===== config.mk =====
export PLATFORM = sky130hd
export DESIGN_NAME = http_name_value_parser_top_flat
export DESIGN_NICKNAME = d
export VERILOG_FILES = /design/src/hw/rtl/hnv_pkg.sv /design/src/hw/rtl/hnv_if.sv /design/src/hw/rtl/hnv_step.sv /design/src/hw/rtl/http_name_value_parser_top.sv /design/src/flat_wrapper.sv
export SDC_FILE = /design/constraint.sdc
export NUM_CORES = 1
export LEC_CHECK = 0
export BUFFER_PORTS_ARGS = -buffer_cell sky130_fd_sc_hd__buf_4
export CORE_UTILIZATION = 30
export DETAILED_ROUTE_END_ITERATION = 10
export PLACE_DENSITY_LB_ADDON = 0.12
export SLEW_MARGIN = 20
export SYNTH_ARGS = -nofsm -noshare
export SYNTH_HDL_FRONTEND = slang
export SYNTH_HIERARCHICAL = 1
export SYNTH_SLANG_ARGS = --single-unit

===== constraint.sdc =====
create_clock -name clk -period 4.3 [get_ports clk]
set_clock_uncertainty 0.2 [all_clocks]
set_input_delay 0.43 -clock clk [delete_from_list [all_inputs] [get_ports clk]]
set_output_delay 0.43 -clock clk [all_outputs]
set_load 0.03 [all_outputs]

===== src/hw/rtl/hnv_pkg.sv =====
// Package for the HTTP name[=value] parser: types, codes and character classes.
package hnv_pkg;

  // Output part codes
  typedef enum logic [1:0] {
    PART_NAME  = 2'd0,
    PART_VALUE = 2'd1,
    PART_LEFT  = 2'd2,
    PART_SUM   = 2'd3
  } part_t;

  // Parse phases
  typedef enum logic [2:0] {
    PH_NAME   = 3'd0,
    PH_GAP1   = 3'd1,
    PH_GAP2   = 3'd2,
    PH_TOKEN  = 3'd3,
    PH_QUOTED = 3'd4,
    PH_ESCAPE = 3'd5,
    PH_REST   = 3'd6
  } phase_t;

  // Special bytes
  localparam logic [7:0] CH_BACKSLASH = 8'h5c;
  localparam logic [7:0] CH_QUOTE     = 8'h22;
  localparam logic [7:0] CH_EQUAL     = 8'h3d;

  // Result queue depth (must be at least 2)
  localparam int RES_FIFO_DEPTH = 4;

  // Parser state carried between items
  typedef struct packed {
    phase_t phase;
    logic   name_seen;
    logic   value_seen;
    logic   quoted_seen;
  } parse_state_t;

  // One result item
  typedef struct packed {
    part_t      part;
    logic [7:0] out_byte;
    logic       value_present;
    logic       value_quoted;
    logic       last;
  } result_t;

  // What one input item produces
  typedef struct packed {
    logic         byte_vld;
    result_t      byte_res;
    logic         sum_vld;
    result_t      sum_res;
    parse_state_t state_nxt;
  } step_out_t;

  // Control bytes: 0..31 and DEL
  function automatic logic is_ctl(input logic [7:0] c);
    is_ctl = (c <= 8'd31) || (c == 8'h7f);
  endfunction

  // Separator characters of the HTTP token grammar
  function automatic logic is_separator(input logic [7:0] c);
    logic sep;
    sep = 1'b0;
    case (c)
      8'h28, 8'h29, 8'h3c, 8'h3e, 8'h40, 8'h2c, 8'h3b, 8'h3a, 8'h5c, 8'h22,
      8'h2f, 8'h5b, 8'h5d, 8'h3f, 8'h3d, 8'h7b, 8'h7d, 8'h20, 8'h09: sep = 1'b1;
      default: sep = 1'b0;
    endcase
    is_separator = sep;
  endfunction

  function automatic logic is_token(input logic [7:0] c);
    is_token = !c[7] && !is_ctl(c) && !is_separator(c);
  endfunction

  // Whitespace is anything up to and including space
  function automatic logic is_space(input logic [7:0] c);
    is_space = (c <= 8'h20);
  endfunction

endpackage


===== src/hw/rtl/hnv_if.sv =====
// Valid/ready channel interfaces for parser input bytes and result items.
interface hnv_in_if;
  import hnv_pkg::*;
  logic       valid;
  logic       ready;
  logic [7:0] data_byte;
  logic       end_of_input;

  modport source (output valid, output data_byte, output end_of_input, input ready);
  modport sink   (input valid, input data_byte, input end_of_input, output ready);
endinterface

interface hnv_out_if;
  import hnv_pkg::*;
  logic       valid;
  logic       ready;
  logic [1:0] part;
  logic [7:0] out_byte;
  logic       value_present;
  logic       value_quoted;
  logic       last;

  modport source (output valid, output part, output out_byte, output value_present,
                  output value_quoted, output last, input ready);
  modport sink   (input valid, input part, input out_byte, input value_present,
                  input value_quoted, input last, output ready);
endinterface


===== src/hw/rtl/hnv_step.sv =====
// Combinational parse step: one byte against the current state.
module hnv_step
  import hnv_pkg::*;
(
  input  parse_state_t state,
  input  logic [7:0]   data_byte,
  input  logic         end_of_input,
  output step_out_t    step
);

  phase_t phase_nxt;
  logic   name_nxt;
  logic   value_nxt;
  logic   quoted_nxt;
  logic   emit;
  part_t  part;

  // Phase transitions and byte classification
  always_comb begin
    phase_nxt  = state.phase;
    name_nxt   = state.name_seen;
    value_nxt  = state.value_seen;
    quoted_nxt = state.quoted_seen;
    emit       = 1'b0;
    part       = PART_LEFT;
    unique case (state.phase)
      PH_NAME, PH_GAP1: begin
        if (state.phase == PH_NAME && is_token(data_byte)) begin
          name_nxt = 1'b1;
          emit     = 1'b1;
          part     = PART_NAME;
        end else if (state.phase == PH_NAME && !state.name_seen) begin
          phase_nxt = PH_REST;
          emit      = 1'b1;
        end else if (is_space(data_byte)) begin
          phase_nxt = PH_GAP1;
        end else if (data_byte == CH_EQUAL) begin
          value_nxt = 1'b1;
          phase_nxt = PH_GAP2;
        end else begin
          phase_nxt = PH_REST;
          emit      = 1'b1;
        end
      end
      PH_GAP2, PH_TOKEN: begin
        if (state.phase == PH_GAP2 && is_space(data_byte)) begin
          phase_nxt = PH_GAP2;
        end else if (state.phase == PH_GAP2 && data_byte == CH_QUOTE) begin
          quoted_nxt = 1'b1;
          phase_nxt  = PH_QUOTED;
        end else if (is_token(data_byte)) begin
          phase_nxt = PH_TOKEN;
          emit      = 1'b1;
          part      = PART_VALUE;
        end else begin
          phase_nxt = PH_REST;
          emit      = 1'b1;
        end
      end
      PH_QUOTED: begin
        if (data_byte == CH_BACKSLASH) begin
          phase_nxt = PH_ESCAPE;
        end else if (data_byte == CH_QUOTE) begin
          phase_nxt = PH_REST;
        end else if (!is_ctl(data_byte)) begin
          emit = 1'b1;
          part = PART_VALUE;
        end
      end
      PH_ESCAPE: begin
        phase_nxt = PH_QUOTED;
        emit      = 1'b1;
        part      = PART_VALUE;
      end
      default: begin
        // leftover phase, and any code with no meaning
        phase_nxt = PH_REST;
        emit      = 1'b1;
      end
    endcase
  end

  // Results and next state; end of text returns to reset state
  always_comb begin
    step.byte_vld               = emit;
    step.byte_res.part          = part;
    step.byte_res.out_byte      = data_byte;
    step.byte_res.value_present = 1'b0;
    step.byte_res.value_quoted  = 1'b0;
    step.byte_res.last          = 1'b0;

    step.sum_vld                = end_of_input;
    step.sum_res.part           = PART_SUM;
    step.sum_res.out_byte       = 8'h00;
    step.sum_res.value_present  = value_nxt;
    step.sum_res.value_quoted   = quoted_nxt;
    step.sum_res.last           = 1'b1;

    if (end_of_input) begin
      step.state_nxt.phase       = PH_NAME;
      step.state_nxt.name_seen   = 1'b0;
      step.state_nxt.value_seen  = 1'b0;
      step.state_nxt.quoted_seen = 1'b0;
    end else begin
      step.state_nxt.phase       = phase_nxt;
      step.state_nxt.name_seen   = name_nxt;
      step.state_nxt.value_seen  = value_nxt;
      step.state_nxt.quoted_seen = quoted_nxt;
    end
  end

endmodule


===== src/hw/rtl/http_name_value_parser_top.sv =====
// Top level of the HTTP name[=value] parser with its result queue.
//
// Parses one name[=value] pair per text from a byte stream and emits each
// name, value and leftover byte as a tagged item, followed by a summary item
// after the byte flagged end_of_input. One byte is accepted per cycle while
// the queue has room; the parse step is short logic from the input port into a
// small result queue, which holds up to FIFO_DEPTH results. A byte that ends a
// text can produce two results (its byte and the summary), which leave the
// queue one at a time. Input is taken while the queue has room for two results,
// independent of whether the sink is currently taking the oldest one.
module http_name_value_parser_top
  import hnv_pkg::*;
#(
  parameter int FIFO_DEPTH = RES_FIFO_DEPTH
) (
  input  logic        clk,
  input  logic        rst_n,
  hnv_in_if.sink      in_ch,
  hnv_out_if.source   out_ch
);

  localparam int PTR_W = (FIFO_DEPTH > 1) ? $clog2(FIFO_DEPTH) : 1;
  localparam int CNT_W = $clog2(FIFO_DEPTH + 1);
  localparam logic [PTR_W-1:0] PTR_LAST = PTR_W'(FIFO_DEPTH - 1);

  parse_state_t     state_r;
  step_out_t        step;
  result_t          fifo_mem_r [FIFO_DEPTH];
  logic [PTR_W-1:0] wr_ptr_r, wr_ptr_nxt, wr_ptr_1;
  logic [PTR_W-1:0] rd_ptr_r, rd_ptr_nxt;
  logic [CNT_W-1:0] count_r, count_nxt;
  logic             in_fire, out_fire;
  logic [1:0]       push_n;
  result_t          first_res;

  hnv_step u_step (
    .state        (state_r),
    .data_byte    (in_ch.data_byte),
    .end_of_input (in_ch.end_of_input),
    .step         (step)
  );

  // Handshakes
  assign in_ch.ready = (count_r <= CNT_W'(FIFO_DEPTH - 2));
  assign in_fire     = in_ch.valid && in_ch.ready;
  assign out_ch.valid = (count_r != '0);
  assign out_fire    = out_ch.valid && out_ch.ready;

  // Head of queue drives the result channel
  assign out_ch.part          = fifo_mem_r[rd_ptr_r].part;
  assign out_ch.out_byte      = fifo_mem_r[rd_ptr_r].out_byte;
  assign out_ch.value_present = fifo_mem_r[rd_ptr_r].value_present;
  assign out_ch.value_quoted  = fifo_mem_r[rd_ptr_r].value_quoted;
  assign out_ch.last          = fifo_mem_r[rd_ptr_r].last;

  // Queue pointer and count updates
  always_comb begin
    push_n    = 2'd0;
    first_res = step.byte_vld ? step.byte_res : step.sum_res;
    if (in_fire) begin
      push_n = {1'b0, step.byte_vld} + {1'b0, step.sum_vld};
    end
    wr_ptr_1   = (wr_ptr_r == PTR_LAST) ? '0 : wr_ptr_r + PTR_W'(1);
    wr_ptr_nxt = wr_ptr_r;
    if (push_n == 2'd1) begin
      wr_ptr_nxt = wr_ptr_1;
    end else if (push_n == 2'd2) begin
      wr_ptr_nxt = (wr_ptr_1 == PTR_LAST) ? '0 : wr_ptr_1 + PTR_W'(1);
    end
    rd_ptr_nxt = rd_ptr_r;
    if (out_fire) begin
      rd_ptr_nxt = (rd_ptr_r == PTR_LAST) ? '0 : rd_ptr_r + PTR_W'(1);
    end
    count_nxt = count_r + CNT_W'(push_n) - CNT_W'(out_fire);
  end

  // Control state
  always_ff @(posedge clk) begin
    if (!rst_n) begin
      state_r.phase       <= PH_NAME;
      state_r.name_seen   <= 1'b0;
      state_r.value_seen  <= 1'b0;
      state_r.quoted_seen <= 1'b0;
      wr_ptr_r            <= '0;
      rd_ptr_r            <= '0;
      count_r             <= '0;
    end else begin
      if (in_fire) begin
        state_r <= step.state_nxt;
      end
      wr_ptr_r <= wr_ptr_nxt;
      rd_ptr_r <= rd_ptr_nxt;
      count_r  <= count_nxt;
    end
  end

  // Result storage
  always_ff @(posedge clk) begin
    if (push_n != 2'd0) begin
      fifo_mem_r[wr_ptr_r] <= first_res;
    end
    if (push_n == 2'd2) begin
      fifo_mem_r[wr_ptr_1] <= step.sum_res;
    end
  end

endmodule


===== src/flat_wrapper.sv =====
// flat-port wrapper written by rule: the top's interface ports become plain ports
module http_name_value_parser_top_flat import hnv_pkg::*;
#(
  parameter int FIFO_DEPTH = RES_FIFO_DEPTH
)
  (clk, rst_n, in_ch_valid, in_ch_data_byte, in_ch_end_of_input, in_ch_ready, out_ch_valid, out_ch_part, out_ch_out_byte, out_ch_value_present, out_ch_value_quoted, out_ch_last, out_ch_ready);
  hnv_in_if in_ch_i ();
  hnv_out_if out_ch_i ();
  input  logic clk;
  input  logic rst_n;
  input wire logic [$bits(in_ch_i.valid)-1:0] in_ch_valid;
  input wire logic [$bits(in_ch_i.data_byte)-1:0] in_ch_data_byte;
  input wire logic [$bits(in_ch_i.end_of_input)-1:0] in_ch_end_of_input;
  output wire logic [$bits(in_ch_i.ready)-1:0] in_ch_ready;
  output wire logic [$bits(out_ch_i.valid)-1:0] out_ch_valid;
  output wire logic [$bits(out_ch_i.part)-1:0] out_ch_part;
  output wire logic [$bits(out_ch_i.out_byte)-1:0] out_ch_out_byte;
  output wire logic [$bits(out_ch_i.value_present)-1:0] out_ch_value_present;
  output wire logic [$bits(out_ch_i.value_quoted)-1:0] out_ch_value_quoted;
  output wire logic [$bits(out_ch_i.last)-1:0] out_ch_last;
  input wire logic [$bits(out_ch_i.ready)-1:0] out_ch_ready;
  assign in_ch_i.valid = in_ch_valid;
  assign in_ch_i.data_byte = in_ch_data_byte;
  assign in_ch_i.end_of_input = in_ch_end_of_input;
  assign in_ch_ready = in_ch_i.ready;
  assign out_ch_valid = out_ch_i.valid;
  assign out_ch_part = out_ch_i.part;
  assign out_ch_out_byte = out_ch_i.out_byte;
  assign out_ch_value_present = out_ch_i.value_present;
  assign out_ch_value_quoted = out_ch_i.value_quoted;
  assign out_ch_last = out_ch_i.last;
  assign out_ch_i.ready = out_ch_ready;
  http_name_value_parser_top #(.FIFO_DEPTH(FIFO_DEPTH)) u_core (.clk(clk), .rst_n(rst_n), .in_ch(in_ch_i), .out_ch(out_ch_i));
endmodule

==> results of run 1 <==
==> worst max-delay path, stage by stage <==
cell	delay (ns)
buf_4	0.16
or3_4	0.40
o32ai_1	0.23
a21oi_1	0.19
o31ai_2	0.28
nand3_1	0.21
ha_1	0.35
nand3_1	0.15
ha_1	0.37
a21boi_1	0.29
buf_12	0.19
mux2_2	0.33
==> power by group through the flow <==
stage | registers (W) | logic, W | clock network (W)
floorplan | 0.000871 | 0.000619 | 0
global placement | 0.000924 | 0.000811 | 0
detailed placement | 0.000924 | 0.000808 | 0
CTS | 0.000911 | 0.000812 | 0.000827
global route | 0.000926 | 0.000872 | 0.000856
finish | 0.000907 | 0.000799 | 0.000805
==> metrics by stage <==
stage / std cells / cell area, um^2 / setup WS, ns / total power (W)
global placement: 506 / 4350 / 0.298 / 0.00173
global route: 522 / 4680 / 0.273 / 0.00265
floorplan: 336 / 4130 / 0.490 / 0.00149
finish: 522 / 4680 / 0.578 / 0.00251
detailed placement: 506 / 4350 / 0.204 / 0.00173
CTS: 522 / 4680 / 0.549 / 0.00255
==> cells by family after synthesis <==
| family | Yosys count | synth area share [%] |
|---|---|---|
| other cells | 2 | 0.184 |
| fa+ha+maj | 14 | 4.47 |
| mux | 67 | 22.0 |
| xor+xnor | 5 | 1.07 |
| buf+inv | 53 | 8.02 |
| compound gates | 51 | 9.22 |
| simple gates | 65 | 9.46 |
| flops | 67 | 45.6 |
==> worst max-delay path by stage <==
stage,to,start,slack (ns)
CTS,u_core/fifo_mem_r[0][0]$_DFFE_PP_,in_ch_data_byte[2],0.55
finish,u_core/fifo_mem_r[0][12]$_DFFE_PP_,in_ch_data_byte[2],0.58
global placement,u_core/fifo_mem_r[0][1]$_DFFE_PP_,in_ch_data_byte[1],0.30
floorplan,u_core/fifo_mem_r[0][11]$_DFFE_PP_,in_ch_data_byte[0],0.49
detailed placement,u_core/fifo_mem_r[0][1]$_DFFE_PP_,in_ch_data_byte[2],0.20
global route,u_core/fifo_mem_r[0][12]$_DFFE_PP_,in_ch_data_byte[2],0.27
==> sequential cells by signal, indices dropped and copies added (netlist names), named ones only <==
| name | flops |
|---|---|
| u_core/count_r | 3 |
| u_core/fifo_mem_r | 52 |
| u_core/rd_ptr_r | 2 |
| u_core/state_r | 6 |
| u_core/wr_ptr_r | 2 |
==> cell type report <==
cell class              count  area, um^2  area share, %
clock buffers               9         225           4.82
clock inverters             7        98.8           2.11
inverters                  10        37.5          0.803
multi-input cells         216        1940           41.5
flip-flops and latches     67        1860           39.8
well taps                 176         220           4.71
repair buffers             37         290           6.21
==> cells in the final DEF (no fill, tap or decap), types with 12 or more instances in the layout <==
cell / count
nand3_1: 14
mux2_2: 17
mux4_2: 13
conb_1: 14
mux2_1: 36
o21ai_0: 12
dfxtp_1: 14
edfxtp_1: 52
ha_1: 13
buf_4: 36
==> routing by layer <==
layer  wire length (um)  GRT usage [%]
met3                227           2.94
met5                  0              0
met4                156           6.25
met1               4180           17.6
met2               4260           21.9
==> metrics.cfg, run 1 <==
[run_status]
outcome=finished clean

[placed_design]
port_buffers=27
dp_hpwl_mm=6.05
place.gp.congestion=0.745

[drt]
wl_per_cell_um=16.9
wl_mm=8.83
num_vias=2468
final_antenna_net_count=0
drc_errors=0
drt_iter0_drc=90
viasPerCell=4.73
dr.pass1.iters=4

[power_and_ir_drop]
clkPwrFrac_pct=32.1
intPower_w=0.00170
static-leakage-power_nw=1.67
cellPowerDensity_nw_per_um2=537
power_frac_comb_pct=31.8
swShare_pct=32.2
p_seq_share_pct=36.1
ir_drop_v=0.000242
total_switching_power_w=0.000809

[min_path]
min_path_type=in -> reg
hold_start=in_ch_end_of_input
holdPathStages=4
whs_endpoint=u_core/state_r[3]$_SDFFE_PN0N_

[sta]
rsz0062_at_grt=false
final_hold_viol_count=0
setup_violations=0
max_freq_ghz=0.269
whs_ns=0.214
slew_headroom_pct=50.4
tns_ns=0
fin_crit_ns=3.72
fin_crit_sh_pct=86.6
slew_violations=0
tightest_slew_ns=0.743

[floorplanning]
die_h_um=119
io_pins=28
fp.dieArea_um2=14100
num_rows=42
initial_core_util_pct=30.9
fp.dieW_um=119
core_um2=13200

[cells_and_area]
finalNetCount=368
final_util_pct=35.3
area.growth.synth_to_final_pct=14.5
drive_gt1_share_pct=27.7
fillCellCount=1333
num_antenna_cells=0

[worst_setup_path]
reg2reg_slack_ns=0.83
cp.required_ns=4.18
r2r-start=u_core/state_r[3]$_SDFFE_PN0N_
crit_type=in -> reg
arrival_ns=3.61
timing.rr.end=u_core/fifo_mem_r[0][12]$_DFFE_PP_
ff2ff_path_depth=11
crit_fanout=14
critPathLaunchType=primary input
cp-end-kind=register

[synthesis]
synthCells=324
synth_seq_area_share_pct=45.6
synth_ff_type=edfxtp_1
synth-seq-cells=67
yosysMostFrequentCell=edfxtp_1
syn-cell-area_um2=4090
synth_cell_types=61
synth_area_leaders=edfxtp_1 38%, mux2_1 9.9%, dfxtp_1 7.3%
synth_common_cells=52 x edfxtp_1, 36 x mux2_1, 29 x buf_4
synth_top_area_cell=edfxtp_1
syn_avg_cell_area_um2=12.6
ys_warn_count=6
synth_enable_flop_cells=52
async_flop_share_pct=0
yosys.area.top_type_share_pct=38.2

[grt]
grt_usage_pct=13.7
antenna_found_initial=0
grt_max_degree=17
grt_pass1_wl_mm=14.2
grt_pass1_vias=2548
grt_overflow=0

[cts]
cts_setup_buffers=0
clock_path_buffers=2
h-tree-depth=3
cts_inserted_buffers=9
post_cts_resized=0
cts.reportedPaths.clkPinSlew_ns=0.06
clockRootBuffer=clkbuf_16
cts_sinks=67
cts_tree=yes
ctsHoldBuffers=0
insertion_delay_ns=0.33

[job]
drv_cap=0

(Power assumes the default switching activity.)
==> inputs of run 2 (changes only) <==
--- a/config.mk
+++ b/config.mk
@@ -8,6 +8,7 @@
 export BUFFER_PORTS_ARGS = -buffer_cell sky130_fd_sc_hd__buf_4
 export CORE_UTILIZATION = 30
 export DETAILED_ROUTE_END_ITERATION = 10
+export MAX_ROUTING_LAYER = met4
 export PLACE_DENSITY_LB_ADDON = 0.12
 export SLEW_MARGIN = 20
 export SYNTH_ARGS = -nofsm -noshare
==> run 2 against run 1 <==
Net effect: worst setup slack got worse by 0.033 ns; combinational power barely moved; largest power group unchanged; register-to-register slack worse by 0.02 ns; final area unchanged; critical path type unchanged.
==> metrics.cfg, run 2 (synthesis results as in run 1) <==
[cells_and_area]
largest_reg_flops=52  ; unchanged
final_util_pct=35.3  ; unchanged
fillCellCount=1333  ; unchanged
drive_gt1_share_pct=27.7  ; unchanged
layout_commonest_cell=edfxtp_1
finalNetCount=368  ; unchanged
fin_cells=522  ; unchanged
largestRegisters=u_core/fifo_mem_r (52), u_core/state_r (6), u_core/count_r (3)
multi_input_area_um2=1940  ; unchanged
regMostFlops=u_core/fifo_mem_r
layout_common_cells=52 x edfxtp_1, 36 x buf_4, 36 x mux2_1
area.growth.synth_to_final_pct=14.5  ; unchanged
num_antenna_cells=0  ; unchanged
seq_area_um2=1860  ; unchanged

[grt]
grt_usage_pct=14.1  ; +0.42 points
grt_overflow=0  ; unchanged
grt_pass1_wl_mm=14.2  ; +0.14%
antenna_found_initial=0  ; unchanged
grt_max_degree=17  ; unchanged
grt_pass1_vias=2544  ; -0.16%

[worst_setup_path]
worstPathCellList=buf_4 > or3_4 > o32ai_1 > a21oi_1 > o31ai_2 > nand3_1 > ha_1 > nand3_1 > ha_1 > a21boi_1 > buf_12 > mux2_1
cp.required_ns=4.18  ; about the same
arrival_ns=3.63  ; +0.02 ns
critPathBufInv=2  ; unchanged
critPathLaunchType=primary input
critPathSlowestCell=or3_4
cp_top_family=compound AO/OA/AOI/OAI gates
crit_type=in -> reg
cp-end-kind=register
crit_fanout=14  ; unchanged
critPathMaxStageDelay_ns=0.40  ; about the same

[power_and_ir_drop]
total_switching_power_w=0.000807  ; -0.14%
swShare_pct=32.2  ; about the same
cellPowerDensity_nw_per_um2=537  ; about the same
intPower_w=0.00170  ; about the same
clkPwrFrac_pct=32.0  ; about the same
power_frac_comb_pct=31.8  ; about the same
ir_drop_v=0.000242  ; about the same
p_seq_share_pct=36.1  ; about the same
static-leakage-power_nw=1.67  ; unchanged

[floorplanning]
num_rows=42  ; unchanged
core_um2=13200  ; unchanged
fp.dieW_um=119  ; unchanged
initial_core_util_pct=30.9  ; unchanged
fp.dieArea_um2=14100  ; unchanged
io_pins=28  ; unchanged
die_h_um=119  ; unchanged

[job]
drv_cap=0  ; unchanged

[run_status]
outcome=finished clean

[drt]
dr.pass1.iters=4  ; unchanged
drc_errors=0  ; unchanged
wl_mm=8.85  ; +0.22%
viasPerCell=4.77  ; +0.81%
num_vias=2488  ; +0.81%
drt_iter0_drc=96  ; +6.7%
wl_per_cell_um=16.9  ; +0.22%
final_antenna_net_count=0  ; unchanged

[sta]
slew_violations=0  ; unchanged
fin_crit_sh_pct=87.3  ; +0.76 points
whs_ns=0.217  ; +0.00232 ns
tightest_slew_ns=0.733  ; -0.00921 ns
tns_ns=0  ; unchanged
final_hold_viol_count=0  ; unchanged
setup_violations=0  ; unchanged
fin_crit_ns=3.75  ; +0.0327 ns
rsz0062_at_grt=false
slew_headroom_pct=51.0  ; +0.61 points
max_freq_ghz=0.266  ; -0.87%

[cts]
insertion_delay_ns=0.33  ; about the same
cts_tree=yes
cts_inserted_buffers=9  ; unchanged
cts_setup_buffers=0  ; unchanged
h-tree-depth=3  ; unchanged
clockRootBuffer=clkbuf_16
cts.reportedPaths.clkPinSlew_ns=0.06  ; about the same
cts_sinks=67  ; unchanged
ctsHoldBuffers=0  ; unchanged
clock_path_buffers=2  ; unchanged
post_cts_resized=0  ; unchanged

[placed_design]
dp_hpwl_mm=6.05  ; unchanged
post-place-cells=506  ; unchanged
port_buffers=27  ; unchanged
place.gp.congestion=0.754  ; +1.3%

[min_path]
min_path_type=in -> reg

## run 2: metal layers
| layer | vias up | GRT usage, % | part of all wire [%] |
|---|---|---|---|
| met4 | 0 | 6.25 | 1.8 |
| met2 | 28 | 21.9 | 48 |
| met5 | - | - | 0 |
| met1 | 1215 | 17.6 | 48 |
| met3 | 9 | 2.94 | 2.2 |
| li1 | 1236 | - | - |
## run 2: path summary, 6_finish.rpt
path                                                            to  cells after the start                           start  slack, ns
worst max-delay path            u_core/fifo_mem_r[0][11]$_DFFE_PP_                     12              in_ch_data_byte[2]       0.55
worst min-delay path               u_core/wr_ptr_r[0]$_SDFFE_PN0P_                      2                           rst_n       0.22
worst max register to register  u_core/fifo_mem_r[0][11]$_DFFE_PP_                     11  u_core/state_r[3]$_SDFFE_PN0N_       0.81
worst min register to register      u_core/state_r[0]$_SDFFE_PN0N_                      2  u_core/state_r[0]$_SDFFE_PN0N_       0.28
## run 2: per-stage QoR
stage	cell area [um^2]	power, W	setup slack [ns]
3_5_place_dp	4350	0.00173	0.204
3_3_place_gp	4350	0.00173	0.298
4_1_cts	4680	0.00255	0.549
2_1_floorplan	4130	0.00149	0.490
6_report	4680	0.00251	0.545
5_1_grt	4680	0.00265	0.273
## run 2: final cells by class
| class | count | area share, % |
|---|---|---|
| Tap cell | 176 | 4.71 |
| Clock buffer | 9 | 4.82 |
| Multi-Input combinational cell | 216 | 41.5 |
| Inverter | 10 | 0.803 |
| Timing Repair Buffer | 37 | 6.21 |
| Sequential cell | 67 | 39.8 |
| Clock inverter | 7 | 2.11 |
## run 2: power by group through the flow
stage	Combinational (W)	Sequential, W	Clock, W
finish	0.000799	0.000907	0.000804
CTS	0.000812	0.000911	0.000827
floorplan	0.000619	0.000871	0
global placement	0.000811	0.000924	0
detailed placement	0.000808	0.000924	0
global route	0.000872	0.000926	0.000856
## run 2: worst register-to-register path: stages, from the launching register on
cell      delay [ns]
dfxtp_1         0.41
nor3b_1         0.25
nand3_1         0.20
o21a_1          0.17
o21ai_0         0.14
nand3_1         0.18
ha_1            0.35
nand3_1         0.15
ha_1            0.37
a21boi_1        0.30
buf_12          0.19
mux2_1          0.33
